`config.mk`:
```
export PLATFORM = sky130hd
export DESIGN_NAME = usb_midi_packet_filter
export DESIGN_NICKNAME = d
export VERILOG_FILES = /design/src/umpf_pkg.sv /design/src/usb_midi_packet_filter.sv
export SDC_FILE = /design/constraint.sdc
export NUM_CORES = 1
export LEC_CHECK = 0
export BUFFER_PORTS_ARGS = -buffer_cell sky130_fd_sc_hd__buf_2
export CAP_MARGIN = 20
export CORE_MARGIN = 8
export CORE_UTILIZATION = 53
export CTS_BUF_LIST = sky130_fd_sc_hd__clkbuf_8
export CTS_CLUSTER_SIZE = 20
export DETAILED_ROUTE_END_ITERATION = 12
export PLACE_DENSITY = 0.85
export SYNTH_ARGS = -nofsm -noshare
export SYNTH_HDL_FRONTEND = slang
export SYNTH_SLANG_ARGS = --single-unit
```
`constraint.sdc`:
```
create_clock -name clk -period 3.5 [get_ports clk]
set_clock_uncertainty 0.05 [all_clocks]
set_input_delay 0.175 -clock clk [delete_from_list [all_inputs] [get_ports clk]]
set_output_delay 0.175 -clock clk [all_outputs]
set_load 0.01 [all_outputs]
```
`src/umpf_pkg.sv`:
```
`timescale 1ns / 1ps
// ----------------------------------------------------------------------------
// umpf_pkg: shared types and constants for the USB-MIDI packet filter
// Register indexes, channel mode codes and the byte constants used by the
// filter rules.
// ----------------------------------------------------------------------------
package umpf_pkg;

  // Configuration port geometry
  localparam int unsigned CFG_DATA_W  = 64;
  localparam int unsigned CFG_INDEX_W = 3;

  // Register indexes
  localparam logic [CFG_INDEX_W-1:0] REG_CHANNEL_MODE       = 3'd0;
  localparam logic [CFG_INDEX_W-1:0] REG_NOTES_ONLY         = 3'd1;
  localparam logic [CFG_INDEX_W-1:0] REG_CABLE_ZERO_ONLY    = 3'd2;
  localparam logic [CFG_INDEX_W-1:0] REG_DROP_CABLE_FIFTEEN = 3'd3;
  localparam logic [CFG_INDEX_W-1:0] REG_DROP_UI_CONTROLS   = 3'd4;
  localparam logic [CFG_INDEX_W-1:0] REG_UI_CC_MASK_LOW     = 3'd5;
  localparam logic [CFG_INDEX_W-1:0] REG_UI_CC_MASK_HIGH    = 3'd6;

  // Channel filtering modes
  typedef enum logic [1:0] {
    CHM_NONE      = 2'd0,
    CHM_CH3_ONLY  = 2'd1,
    CHM_BLOCK_CH1 = 2'd2,
    CHM_CH5_TO_8  = 2'd3
  } channel_mode_t;

  // Code index range that carries MIDI channel voice traffic
  localparam logic [3:0] CIN_MIN = 4'h8;
  localparam logic [3:0] CIN_MAX = 4'hE;

  // Cable numbers
  localparam logic [3:0] CABLE_ZERO    = 4'h0;
  localparam logic [3:0] CABLE_FIFTEEN = 4'hF;

  // Status kinds (high nibble)
  localparam logic [3:0] KIND_NOTE_OFF = 4'h8;
  localparam logic [3:0] KIND_NOTE_ON  = 4'h9;
  localparam logic [3:0] KIND_CC       = 4'hB;
  localparam logic [3:0] KIND_SYSTEM   = 4'hF;

  // Channel nibbles
  localparam logic [3:0] CHAN_ONE       = 4'h0;
  localparam logic [3:0] CHAN_THREE     = 4'h2;
  localparam logic [3:0] CHAN_FIVE      = 4'h4;
  localparam logic [3:0] CHAN_EIGHT     = 4'h7;

  // Notes below this number on cable zero are UI traffic
  localparam logic [7:0] UI_NOTE_LIMIT = 8'd10;

endpackage : umpf_pkg

```
`src/usb_midi_packet_filter.sv`:
```
`timescale 1ns / 1ps
// ----------------------------------------------------------------------------
// usb_midi_packet_filter: rule-based USB-MIDI packet filter
// Passes or zeroes each 4-byte packet, tracks whether a buffer carried any
// surviving packet and counts committed buffers.
// ----------------------------------------------------------------------------
//  Channel | Handshake          | Payload
//  --------+--------------------+------------------------------------------
//  in      | in_valid/in_stall  | header, status, data_one, data_two, last
//  out     | out_valid/out_stall| passed, bytes, end_of_buffer, commit, count
//  cfg     | cfg_we             | cfg_index, cfg_data (write only)
//
//  One packet per cycle sustained while out_stall stays low; a packet passes
//  the input register, then the result register holding the filter verdict.
//  The buffer state (any-passed flag, committed count) updates as a packet
//  moves into the result register.
//  Synchronous active-low reset clears valids, config registers and buffer state.
//  out_stall holds the result register; in_stall rises only when both
//  stages are full and the result is stalled.
// ----------------------------------------------------------------------------
module usb_midi_packet_filter (
  input  logic                             clk,
  input  logic                             rst_n,
  // Input channel
  input  logic                             in_valid,
  output logic                             in_stall,
  input  logic [7:0]                       in_header,
  input  logic [7:0]                       in_status,
  input  logic [7:0]                       in_data_one,
  input  logic [7:0]                       in_data_two,
  input  logic                             in_last_in_buffer,
  // Result channel
  output logic                             out_valid,
  input  logic                             out_stall,
  output logic                             out_passed,
  output logic [7:0]                       out_header,
  output logic [7:0]                       out_status,
  output logic [7:0]                       out_data_one,
  output logic [7:0]                       out_data_two,
  output logic                             out_end_of_buffer,
  output logic                             out_commit,
  output logic [7:0]                       out_ready_count,
  // Configuration
  input  logic                             cfg_we,
  input  logic [umpf_pkg::CFG_INDEX_W-1:0] cfg_index,
  input  logic [umpf_pkg::CFG_DATA_W-1:0]  cfg_data
);
  import umpf_pkg::*;

  // Configuration registers
  channel_mode_t channel_mode_r;
  logic          notes_only_r;
  logic          cable_zero_only_r;
  logic          drop_cable_fifteen_r;
  logic          drop_ui_controls_r;
  logic [63:0]   ui_cc_mask_low_r;
  logic [63:0]   ui_cc_mask_high_r;

  // Input stage
  logic       s1_valid_r;
  logic [7:0] s1_header_r;
  logic [7:0] s1_status_r;
  logic [7:0] s1_data_one_r;
  logic [7:0] s1_data_two_r;
  logic       s1_last_r;

  // Result stage and buffer state
  logic       out_valid_r;
  logic       out_passed_r;
  logic [7:0] out_header_r;
  logic [7:0] out_status_r;
  logic [7:0] out_data_one_r;
  logic [7:0] out_data_two_r;
  logic       out_eob_r;
  logic       out_commit_r;
  logic [7:0] ready_count_r;
  logic       any_passed_r;

  // Flow control
  logic s2_ready;
  logic s1_ready;
  logic s1_load;
  logic s2_load;

  // Filter datapath
  logic [3:0]   cin;
  logic [3:0]   cable;
  logic [3:0]   kind;
  logic [3:0]   chan;
  logic         is_note;
  logic         cc_masked;
  logic         drop_cin;
  logic         drop_cable;
  logic         drop_ui;
  logic         drop_notes;
  logic         drop_chan;
  logic         ok;
  logic         commit_nxt;
  logic         any_passed_nxt;
  logic [7:0]   ready_count_nxt;

  // Advance when the next stage is empty or draining
  assign s2_ready = !out_valid_r || !out_stall;
  assign s1_ready = !s1_valid_r || s2_ready;
  assign s1_load  = in_valid && s1_ready;
  assign s2_load  = s1_valid_r && s2_ready;
  assign in_stall = !s1_ready;

  // Write configuration registers; unknown indexes are ignored
  always_ff @(posedge clk) begin
    if (!rst_n) begin
      channel_mode_r       <= CHM_NONE;
      notes_only_r         <= 1'b0;
      cable_zero_only_r    <= 1'b0;
      drop_cable_fifteen_r <= 1'b0;
      drop_ui_controls_r   <= 1'b0;
      ui_cc_mask_low_r     <= '0;
      ui_cc_mask_high_r    <= '0;
    end else if (cfg_we) begin
      case (cfg_index)
        REG_CHANNEL_MODE:       channel_mode_r       <= channel_mode_t'(cfg_data[1:0]);
        REG_NOTES_ONLY:         notes_only_r         <= cfg_data[0];
        REG_CABLE_ZERO_ONLY:    cable_zero_only_r    <= cfg_data[0];
        REG_DROP_CABLE_FIFTEEN: drop_cable_fifteen_r <= cfg_data[0];
        REG_DROP_UI_CONTROLS:   drop_ui_controls_r   <= cfg_data[0];
        REG_UI_CC_MASK_LOW:     ui_cc_mask_low_r     <= cfg_data;
        REG_UI_CC_MASK_HIGH:    ui_cc_mask_high_r    <= cfg_data;
        default: ;
      endcase
    end
  end

  // Capture an input transfer
  always_ff @(posedge clk) begin
    if (!rst_n) begin
      s1_valid_r <= 1'b0;
    end else if (s1_ready) begin
      s1_valid_r <= in_valid;
    end
  end

  always_ff @(posedge clk) begin
    if (s1_load) begin
      s1_header_r   <= in_header;
      s1_status_r   <= in_status;
      s1_data_one_r <= in_data_one;
      s1_data_two_r <= in_data_two;
      s1_last_r     <= in_last_in_buffer;
    end
  end

  // Split the packet fields
  assign cin     = s1_header_r[3:0];
  assign cable   = s1_header_r[7:4];
  assign kind    = s1_status_r[7:4];
  assign chan    = s1_status_r[3:0];
  assign is_note = (kind == KIND_NOTE_ON) || (kind == KIND_NOTE_OFF);

  // Look up the controller mask; numbers above 127 have no bit
  always_comb begin
    if (s1_data_one_r[7]) begin
      cc_masked = 1'b0;
    end else if (s1_data_one_r[6]) begin
      cc_masked = ui_cc_mask_high_r[s1_data_one_r[5:0]];
    end else begin
      cc_masked = ui_cc_mask_low_r[s1_data_one_r[5:0]];
    end
  end

  // Apply the rule chain
  assign drop_cin   = (cin < CIN_MIN) || (cin > CIN_MAX);
  assign drop_cable = (cable_zero_only_r && (cable != CABLE_ZERO))
                   || (drop_cable_fifteen_r && (cable == CABLE_FIFTEEN));
  assign drop_ui    = drop_ui_controls_r && (cable == CABLE_ZERO)
                   && ((is_note && (s1_data_one_r < UI_NOTE_LIMIT))
                       || ((kind == KIND_CC) && cc_masked));
  assign drop_notes = notes_only_r && !is_note;

  always_comb begin
    case (channel_mode_r)
      CHM_NONE:      drop_chan = 1'b0;
      CHM_CH3_ONLY:  drop_chan = !s1_status_r[7] || (chan != CHAN_THREE);
      CHM_BLOCK_CH1: drop_chan = s1_status_r[7] && (kind != KIND_SYSTEM)
                              && (chan == CHAN_ONE);
      CHM_CH5_TO_8:  drop_chan = !s1_status_r[7]
                              || ((kind != KIND_SYSTEM)
                                  && ((chan < CHAN_FIVE) || (chan > CHAN_EIGHT)));
      default:       drop_chan = 1'b0;
    endcase
  end

  assign ok = !(drop_cin || drop_cable || drop_ui || drop_notes || drop_chan);

  // Buffer tracking
  assign commit_nxt      = s1_last_r && (any_passed_r || ok);
  assign any_passed_nxt  = s1_last_r ? 1'b0 : (any_passed_r || ok);
  assign ready_count_nxt = ready_count_r + {7'd0, commit_nxt};

  // Hold the result until taken; load a new verdict on transfer
  always_ff @(posedge clk) begin
    if (!rst_n) begin
      out_valid_r   <= 1'b0;
      any_passed_r  <= 1'b0;
      ready_count_r <= '0;
    end else begin
      if (s2_ready) begin
        out_valid_r <= s1_valid_r;
      end
      if (s2_load) begin
        any_passed_r  <= any_passed_nxt;
        ready_count_r <= ready_count_nxt;
      end
    end
  end

  always_ff @(posedge clk) begin
    if (s2_load) begin
      out_passed_r   <= ok;
      out_header_r   <= ok ? s1_header_r   : 8'd0;
      out_status_r   <= ok ? s1_status_r   : 8'd0;
      out_data_one_r <= ok ? s1_data_one_r : 8'd0;
      out_data_two_r <= ok ? s1_data_two_r : 8'd0;
      out_eob_r      <= s1_last_r;
      out_commit_r   <= commit_nxt;
    end
  end

  // Drive the result channel
  assign out_valid         = out_valid_r;
  assign out_passed        = out_passed_r;
  assign out_header        = out_header_r;
  assign out_status        = out_status_r;
  assign out_data_one      = out_data_one_r;
  assign out_data_two      = out_data_two_r;
  assign out_end_of_buffer = out_eob_r;
  assign out_commit        = out_commit_r;
  assign out_ready_count   = ready_count_r;

  // Checks
  a_commit_at_eob: assert property (@(posedge clk) disable iff (!rst_n)
    out_valid_r && out_commit_r |-> out_eob_r)
    else $error("commit reported away from end of buffer");

  a_dropped_zero: assert property (@(posedge clk) disable iff (!rst_n)
    out_valid_r && !out_passed_r |-> (out_header_r == 8'd0) && (out_status_r == 8'd0)
      && (out_data_one_r == 8'd0) && (out_data_two_r == 8'd0))
    else $error("dropped packet carries non-zero bytes");

  a_count_on_commit: assert property (@(posedge clk) disable iff (!rst_n)
    !$stable(ready_count_r) |-> out_valid_r && out_commit_r
      && (ready_count_r == $past(ready_count_r) + 8'd1))
    else $error("ready count moved without a commit");

  a_clear_at_eob: assert property (@(posedge clk) disable iff (!rst_n)
    s2_load && s1_last_r |=> !any_passed_r)
    else $error("any-passed flag survived end of buffer");

  a_stall_when_full: assert property (@(posedge clk) disable iff (!rst_n)
    in_stall |-> s1_valid_r && out_valid_r)
    else $error("input stalled with a free stage");

endmodule : usb_midi_packet_filter

```
; ---- Word level (Yosys, flattened, before mapping)
; Cells that the tools add are included.
[classes]
n_addsub = 1
magnitude_cmp = 6
eq_ne = 15
n_mux = 8
n_reduce_logical = 46
[ops]
columns = cell, n
row1 = $eq 4x4->1 const B, 4
row2 = $logic_or 1x1->1, 14
row3 = $reduce_and 2->1, 7
row4 = $logic_and 1x1->1, 13
row5 = $bmux 1 s6, 2
row6 = $eq 3x3->1 const B, 3
row7 = $add 8x1->8, 1
row8 = $logic_not 4->1, 2
row9 = $lt 8x4->1 const B, 1
row10 = $logic_not 1->1, 7
row11 = $lt 6x7->1 const B, 1
row12 = $eq 3x2->1 const B, 2
row13 = $mux 1, 5
row14 = $eq 2x2->1 const B, 2
row15 = $gt 4x3->1 const B, 1
row16 = $gt 4x4->1 const B, 1
row17 = $lt 4x3->1 const B, 1
row18 = $lt 4x4->1 const B, 1
row19 = $ne 4x2->1 const B, 1
row20 = $ne 4x4->1 const B, 1
row21 = $pmux 1 s4, 1
row22 = $reduce_bool 4->1, 1
row23 = $eq 3x1->1 const B, 1
row24 = $logic_not 3->1, 1
row25 = 2 further kinds, 2
[word_totals]
ff_bits = 213
output_inout_bits = 45

; ---- Logic depth before layout (Yosys ltp)
[logic_depth]
ltp_word = 14
ltp_mapped = 16

; ---- Worst setup path before layout
; No wires, ideal clock.
[synth_path]
path_kind = flip-flop to flip-flop
from = register s1_data_one_r[0]
to = register ready_count_r[6], in the netlist out_ready_count[6]
setup_ns = 0.115
t_arrival_ns = 3.264
path_slack_ns = 0.071
stages_incl_launch_ff = 17
path_buffers = 4
period_less_slack_ns = 3.429
path_cell_list = edfxtp_1 > buf_4 > buf_4 > buf_2 > mux4_2 > mux2i_1 > mux2i_1 > a211oi_1 > nor2_1 > o21ai_1 > buf_2 > o21a_1 > ha_1 > ha_1 > nand4_1 > xnor2_1 > and2_1
[synth_between]
elab_chain_len = 14
word_cells_on_any_way = 18
classes_between = add/sub (1) / order compare (1) / mux (6) / reduce/logical (10)
[synth_lines]
columns = item, line
row1 = from (decl), usb_midi_packet_filter.sv:63  ; logic [7:0] s1_data_one_r;
row2 = from (signal assigned), usb_midi_packet_filter.sv:146  ; s1_data_one_r <= in_data_one;
row3 = $bmux 1 s6 (on tied branches), "usb_midi_packet_filter.sv:166, usb_midi_packet_filter.sv:164"
row4 = $mux 1 (on tied branches), "usb_midi_packet_filter.sv:166, usb_midi_packet_filter.sv:164"
row5 = $mux 1, usb_midi_packet_filter.sv:163  ; end else if (s1_data_one_r[6]) begin
row6 = $mux 1, usb_midi_packet_filter.sv:161  ; if (s1_data_one_r[7]) begin
row7 = $logic_and 1x1->1, usb_midi_packet_filter.sv:176  ; || ((kind == KIND_CC) && cc_masked));
row8 = $logic_or 1x1->1 *, usb_midi_packet_filter.sv:176
row9 = $logic_and 1x1->1 *, usb_midi_packet_filter.sv:175  ; && ((is_note && (s1_data_one_r < UI_NOTE_LIMIT))
row10 = $logic_or 1x1->1 * (3 in a row), usb_midi_packet_filter.sv:192  ; assign ok = !(drop_cin || drop_cable || drop_ui || drop_notes || drop_chan);
row11 = $logic_not 1->1 *, usb_midi_packet_filter.sv:192
row12 = via ok, usb_midi_packet_filter.sv:97  ; logic ok;
row13 = $logic_or 1x1->1 *, usb_midi_packet_filter.sv:195  ; assign commit_nxt = s1_last_r && (any_passed_r || ok);
row14 = $logic_and 1x1->1 *, usb_midi_packet_filter.sv:195
row15 = via commit_nxt, usb_midi_packet_filter.sv:98  ; logic commit_nxt;
row16 = $add 8x1->8 *, usb_midi_packet_filter.sv:197  ; assign ready_count_nxt = ready_count_r + {7'd0, commit_nxt};
row17 = to (signal assigned), usb_midi_packet_filter.sv:211  ; ready_count_r <= ready_count_nxt;
row18 = to (decl), usb_midi_packet_filter.sv:76  ; logic [7:0] ready_count_r;
; The timed path passes the listed nets; every way through them passes the cells marked *. The select of a mux whose other input is x is not followed.
; A chain may end at the register's enable or synchronous reset.

; ---- Worst setup path in the final report
[layout_path]
from = register s1_data_one_r[0]
to = register ready_count_r[5], in the netlist out_ready_count[5]
[layout_between]
elab_chain_len = 14
word_cells_on_any_way = 18
classes_between = add/sub (1) / order compare (1) / mux (6) / reduce/logical (10)
[layout_lines]
columns = item, line
row1 = $bmux 1 s6 (on tied branches), "usb_midi_packet_filter.sv:166, usb_midi_packet_filter.sv:164"
row2 = $mux 1 (on tied branches), "usb_midi_packet_filter.sv:166, usb_midi_packet_filter.sv:164"
row3 = $mux 1, usb_midi_packet_filter.sv:163
row4 = $mux 1, usb_midi_packet_filter.sv:161
row5 = $logic_and 1x1->1, usb_midi_packet_filter.sv:176
row6 = $logic_or 1x1->1 *, usb_midi_packet_filter.sv:176
row7 = $logic_and 1x1->1 *, usb_midi_packet_filter.sv:175
row8 = $logic_or 1x1->1 * (3 in a row), usb_midi_packet_filter.sv:192
row9 = $logic_not 1->1 *, usb_midi_packet_filter.sv:192
row10 = $logic_or 1x1->1 *, usb_midi_packet_filter.sv:195
row11 = $logic_and 1x1->1 *, usb_midi_packet_filter.sv:195
row12 = via commit_nxt, usb_midi_packet_filter.sv:98
row13 = $add 8x1->8 *, usb_midi_packet_filter.sv:197
; Marks and branches as above.

==> flow_summary.ini <==
[synth]
ys_top_cells_by_area = dfxtp_1 32%, edfxtp_1 23%, nand2_1 11%
synth_compound_area_share_pct = 14.0
ys_async_sr_fraction_pct = 0
synth_adder_area_share_pct = 0.280
synthFlopType = dfxtp_1
synth_fp_nets = 966
synth_top_family_by_area = simple AND/OR/NAND/NOR gates
yosysTopAreaCellShare_pct = 32.5
syn_area_sq_um = 8940
ys_types = 54
synth_seq_cells = 213
synth_cells = 859
synth_simple_gate_area_share_pct = 17.5
synth_edf_count = 68
synth-xor-area-share_pct = 0.588
muxShareOfSynthArea_pct = 9.49
yosysTopAreaCell = dfxtp_1
synth_area_per_cell_sq_um = 10.4
yosysWarningCount = 0
ys_seq_area_share_pct = 55.3

[cts]
clock_sinks = 213
clk_pin_slew_ns = 0.06
htree_levels = 2
cts_made_buffers = 36
cts_tree = built
cts_buffer_depth = 3
cts.root.buffer_cell = clkbuf_8
clock_latency_ns = 0.52

[critical_path]
startpoint_type = flop
crit_type = flop to flop
cpPeakStageDelay_ns = 0.48
crit_arrival_ns = 3.89
critPathTopFamily = compound AO/OA/AOI/OAI gates
worstPathRequired_ns = 3.85
cp_max_fo = 6
cpMostUsedCell = buf_12
cp_slowest_cell = mux4_2
cp-startpoint = s1_data_one_r[0]$_DFFE_PP_
worstPathCellList = buf_12 > buf_12 > mux4_2 > mux2_4 > a31oi_4 > nand4b_1 > a41o_1 > o21ai_2 > o21a_1 > ha_2 > and4_4 > nand3_4 > xnor2_2 > and2_1
end_kind = flop
r2r-start = s1_data_one_r[0]$_DFFE_PP_
worst-path-buf-inv = 2

[pwr]
power_mw = 5.48
cellPowerDensity_nw_per_um2 = 461
irDropWorstVdd_v = 0.000351
power_leakage_nw = 4.53

[global_route]
antenna_found_initial = 1
grt_pass1_vias = 7828
overflow = 0
grt.total_usage_pct = 24.0
grt_max_degree = 84
grt_pass1_wl_um = 41400

[timing]
slew_violations = 0
rsz0062_at_grt = true
worstMarginPinSlew_ns = 1.06
setup_slack_ns = -0.0419
fmax_mhz = 282
min_period_over_period_pct = 101
hold_viol_final = 0
final.setup.tns_ns = -0.113
post-route-min-period_ns = 3.54
finalSetupViolCount = 5
slew_headroom_pct = 29.1

[placed_design]
dp.cells = 1192
place_hpwl_um = 16000
post-place-ws_ns = -0.0861
place_congestion = 0.859
io_buffer_count = 149
placed_area_sq_um = 9960

[worst_hold_path]
worst_hold_path_type = primary input to flop
worstHoldStart = cfg_index[0]

[layout]
stdcell_count = 1365
drive_above_1_share_pct = 24.7
postLayoutCellArea_sq_um = 11900
area_delta_synth_final_pct = 33.0
layout_common_cells = 265 x nand2_1, 149 x buf_2, 145 x dfxtp_1
fillers = 1137
fin_nets = 1225
largest_registers = ui_cc_mask_high_r: 64 flops, ui_cc_mask_low_r: 64 flops
layout_commonest_cell = nand2_1

[floorplanning]
dieArea_sq_um = 21300
core_area_sq_um = 16500
die_h_um = 146
start_util_pct = 54.1
io_pins = 150
rows = 47
die-width_um = 146

[detailed_routing]
dr.pass1.iters = 5
drc = 0
drt-total-wl_um = 26000
dr_total_vias = 7489
wire_per_inst_um = 19.0
antenna_left = 0
viasPerCell = 5.49
drt-initial-drc-count = 509

[job]
drv_cap = 0

[outcome]
status = finished with violations
violations = setup timing
[per-stage QoR]
step	util (%)	hold slack, ns
after floorplan	-	0.224
after global placement	60.3	0.302
after detailed placement	60.3	0.303
after CTS	71.7	0.0349
after global routing	71.9	0.0819
final	71.9	0.0577
[cells in the mapped netlist (2+ instances only)]
master / n
a2111oi_0: 2
a211oi_1: 3
a21boi_0: 131
a21oi_1: 2
a22o_1: 2
a31oi_1: 2
a41o_1: 2
and2_1: 37
and3_1: 3
buf_2: 6
buf_4: 3
clkbuf_1: 45
dfxtp_1: 145
edfxtp_1: 68
ha_1: 2
inv_1: 4
mux2_2: 6
mux2i_1: 15
mux4_2: 28
nand2_1: 265
nand2b_1: 6
nand3_1: 9
nand4_1: 3
nor2_1: 15
nor2b_1: 9
nor3_1: 2
o211ai_1: 2
o21a_1: 2
o21ai_0: 5
o22ai_1: 4
o31ai_1: 2
or2_2: 2
or4_1: 2
xnor2_1: 5
[path summary, 6_finish.rpt]
check / endpoint / slack (ns) / cells after the start
worst max-delay path: out_ready_count[5]$_SDFFE_PN0P_ / -0.04 / 14
worst min-delay path: drop_ui_controls_r$_SDFFE_PN0P_ / 0.06 / 4
worst max register to register: out_ready_count[5]$_SDFFE_PN0P_ / -0.04 / 14
worst min register to register: ui_cc_mask_high_r[18]$_SDFFE_PN0P_ / 0.41 / 2
[what timing repair did]
item                                    in CTS  in global routing
hold endpoints to repair                   166                  0
gates cloned                                 1                  0
hold buffers                                99                  0
pin swaps                                    9                 11
setup buffers                                7                  2
endpoints found under the setup margin       6                  7
gates resized for setup                     14                  9
[worst register-to-register path, stage by stage (launching register included)]
cell and delay [ns]:
edfxtp_1 0.43, buf_12 0.16, buf_12 0.11, mux4_2 0.48
mux2_4 0.29, a31oi_4 0.16, nand4b_1 0.18, a41o_1 0.31
o21ai_2 0.19, o21a_1 0.17, ha_2 0.19, and4_4 0.28
nand3_4 0.09, xnor2_2 0.15, and2_1 0.17
[per-layer routing]
metal | up-vias | track usage, % | wire [um]
met1 | 3548 | 27.5 | 9720
met3 | 64 | 6.90 | 2380
met2 | 388 | 41.4 | 13000
met4 | 0 | 9.94 | 848
met5 | - | 0 | 0
li1 | 3489 | - | -
[cell type report]
type / instances / area, sq um / share of cell area [%]
Antenna cell: 1 / 2.50 / 0.0211
Inverter: 5 / 18.8 / 0.158
Clock buffer: 41 / 564 / 4.75
Tap cell: 220 / 275 / 2.32
Sequential cell: 213 / 4940 / 41.6
Multi-Input combinational cell: 585 / 3870 / 32.5
Clock inverter: 23 / 173 / 1.45
Timing Repair Buffer: 277 / 2040 / 17.2
[kinds of logic after synthesis]
group	count (synthesis)
AND/OR/NAND/NOR	361
adder cells (fa/ha/maj)	2
AO/OA/AOI/OAI	167
multiplexers	49
flip-flops	213
buffers and inverters	61
XOR/XNOR	6
[report_power, final]
group / leakage [nW] / total (mW) / internal, mW / switching, mW
Combinational: 2.27 / 0.519 / 0.267 / 0.252
Clock: 0.428 / 2.27 / 1.29 / 0.974
Sequential: 1.83 / 2.69 / 2.64 / 0.0517
(Power assumes the default switching activity.)
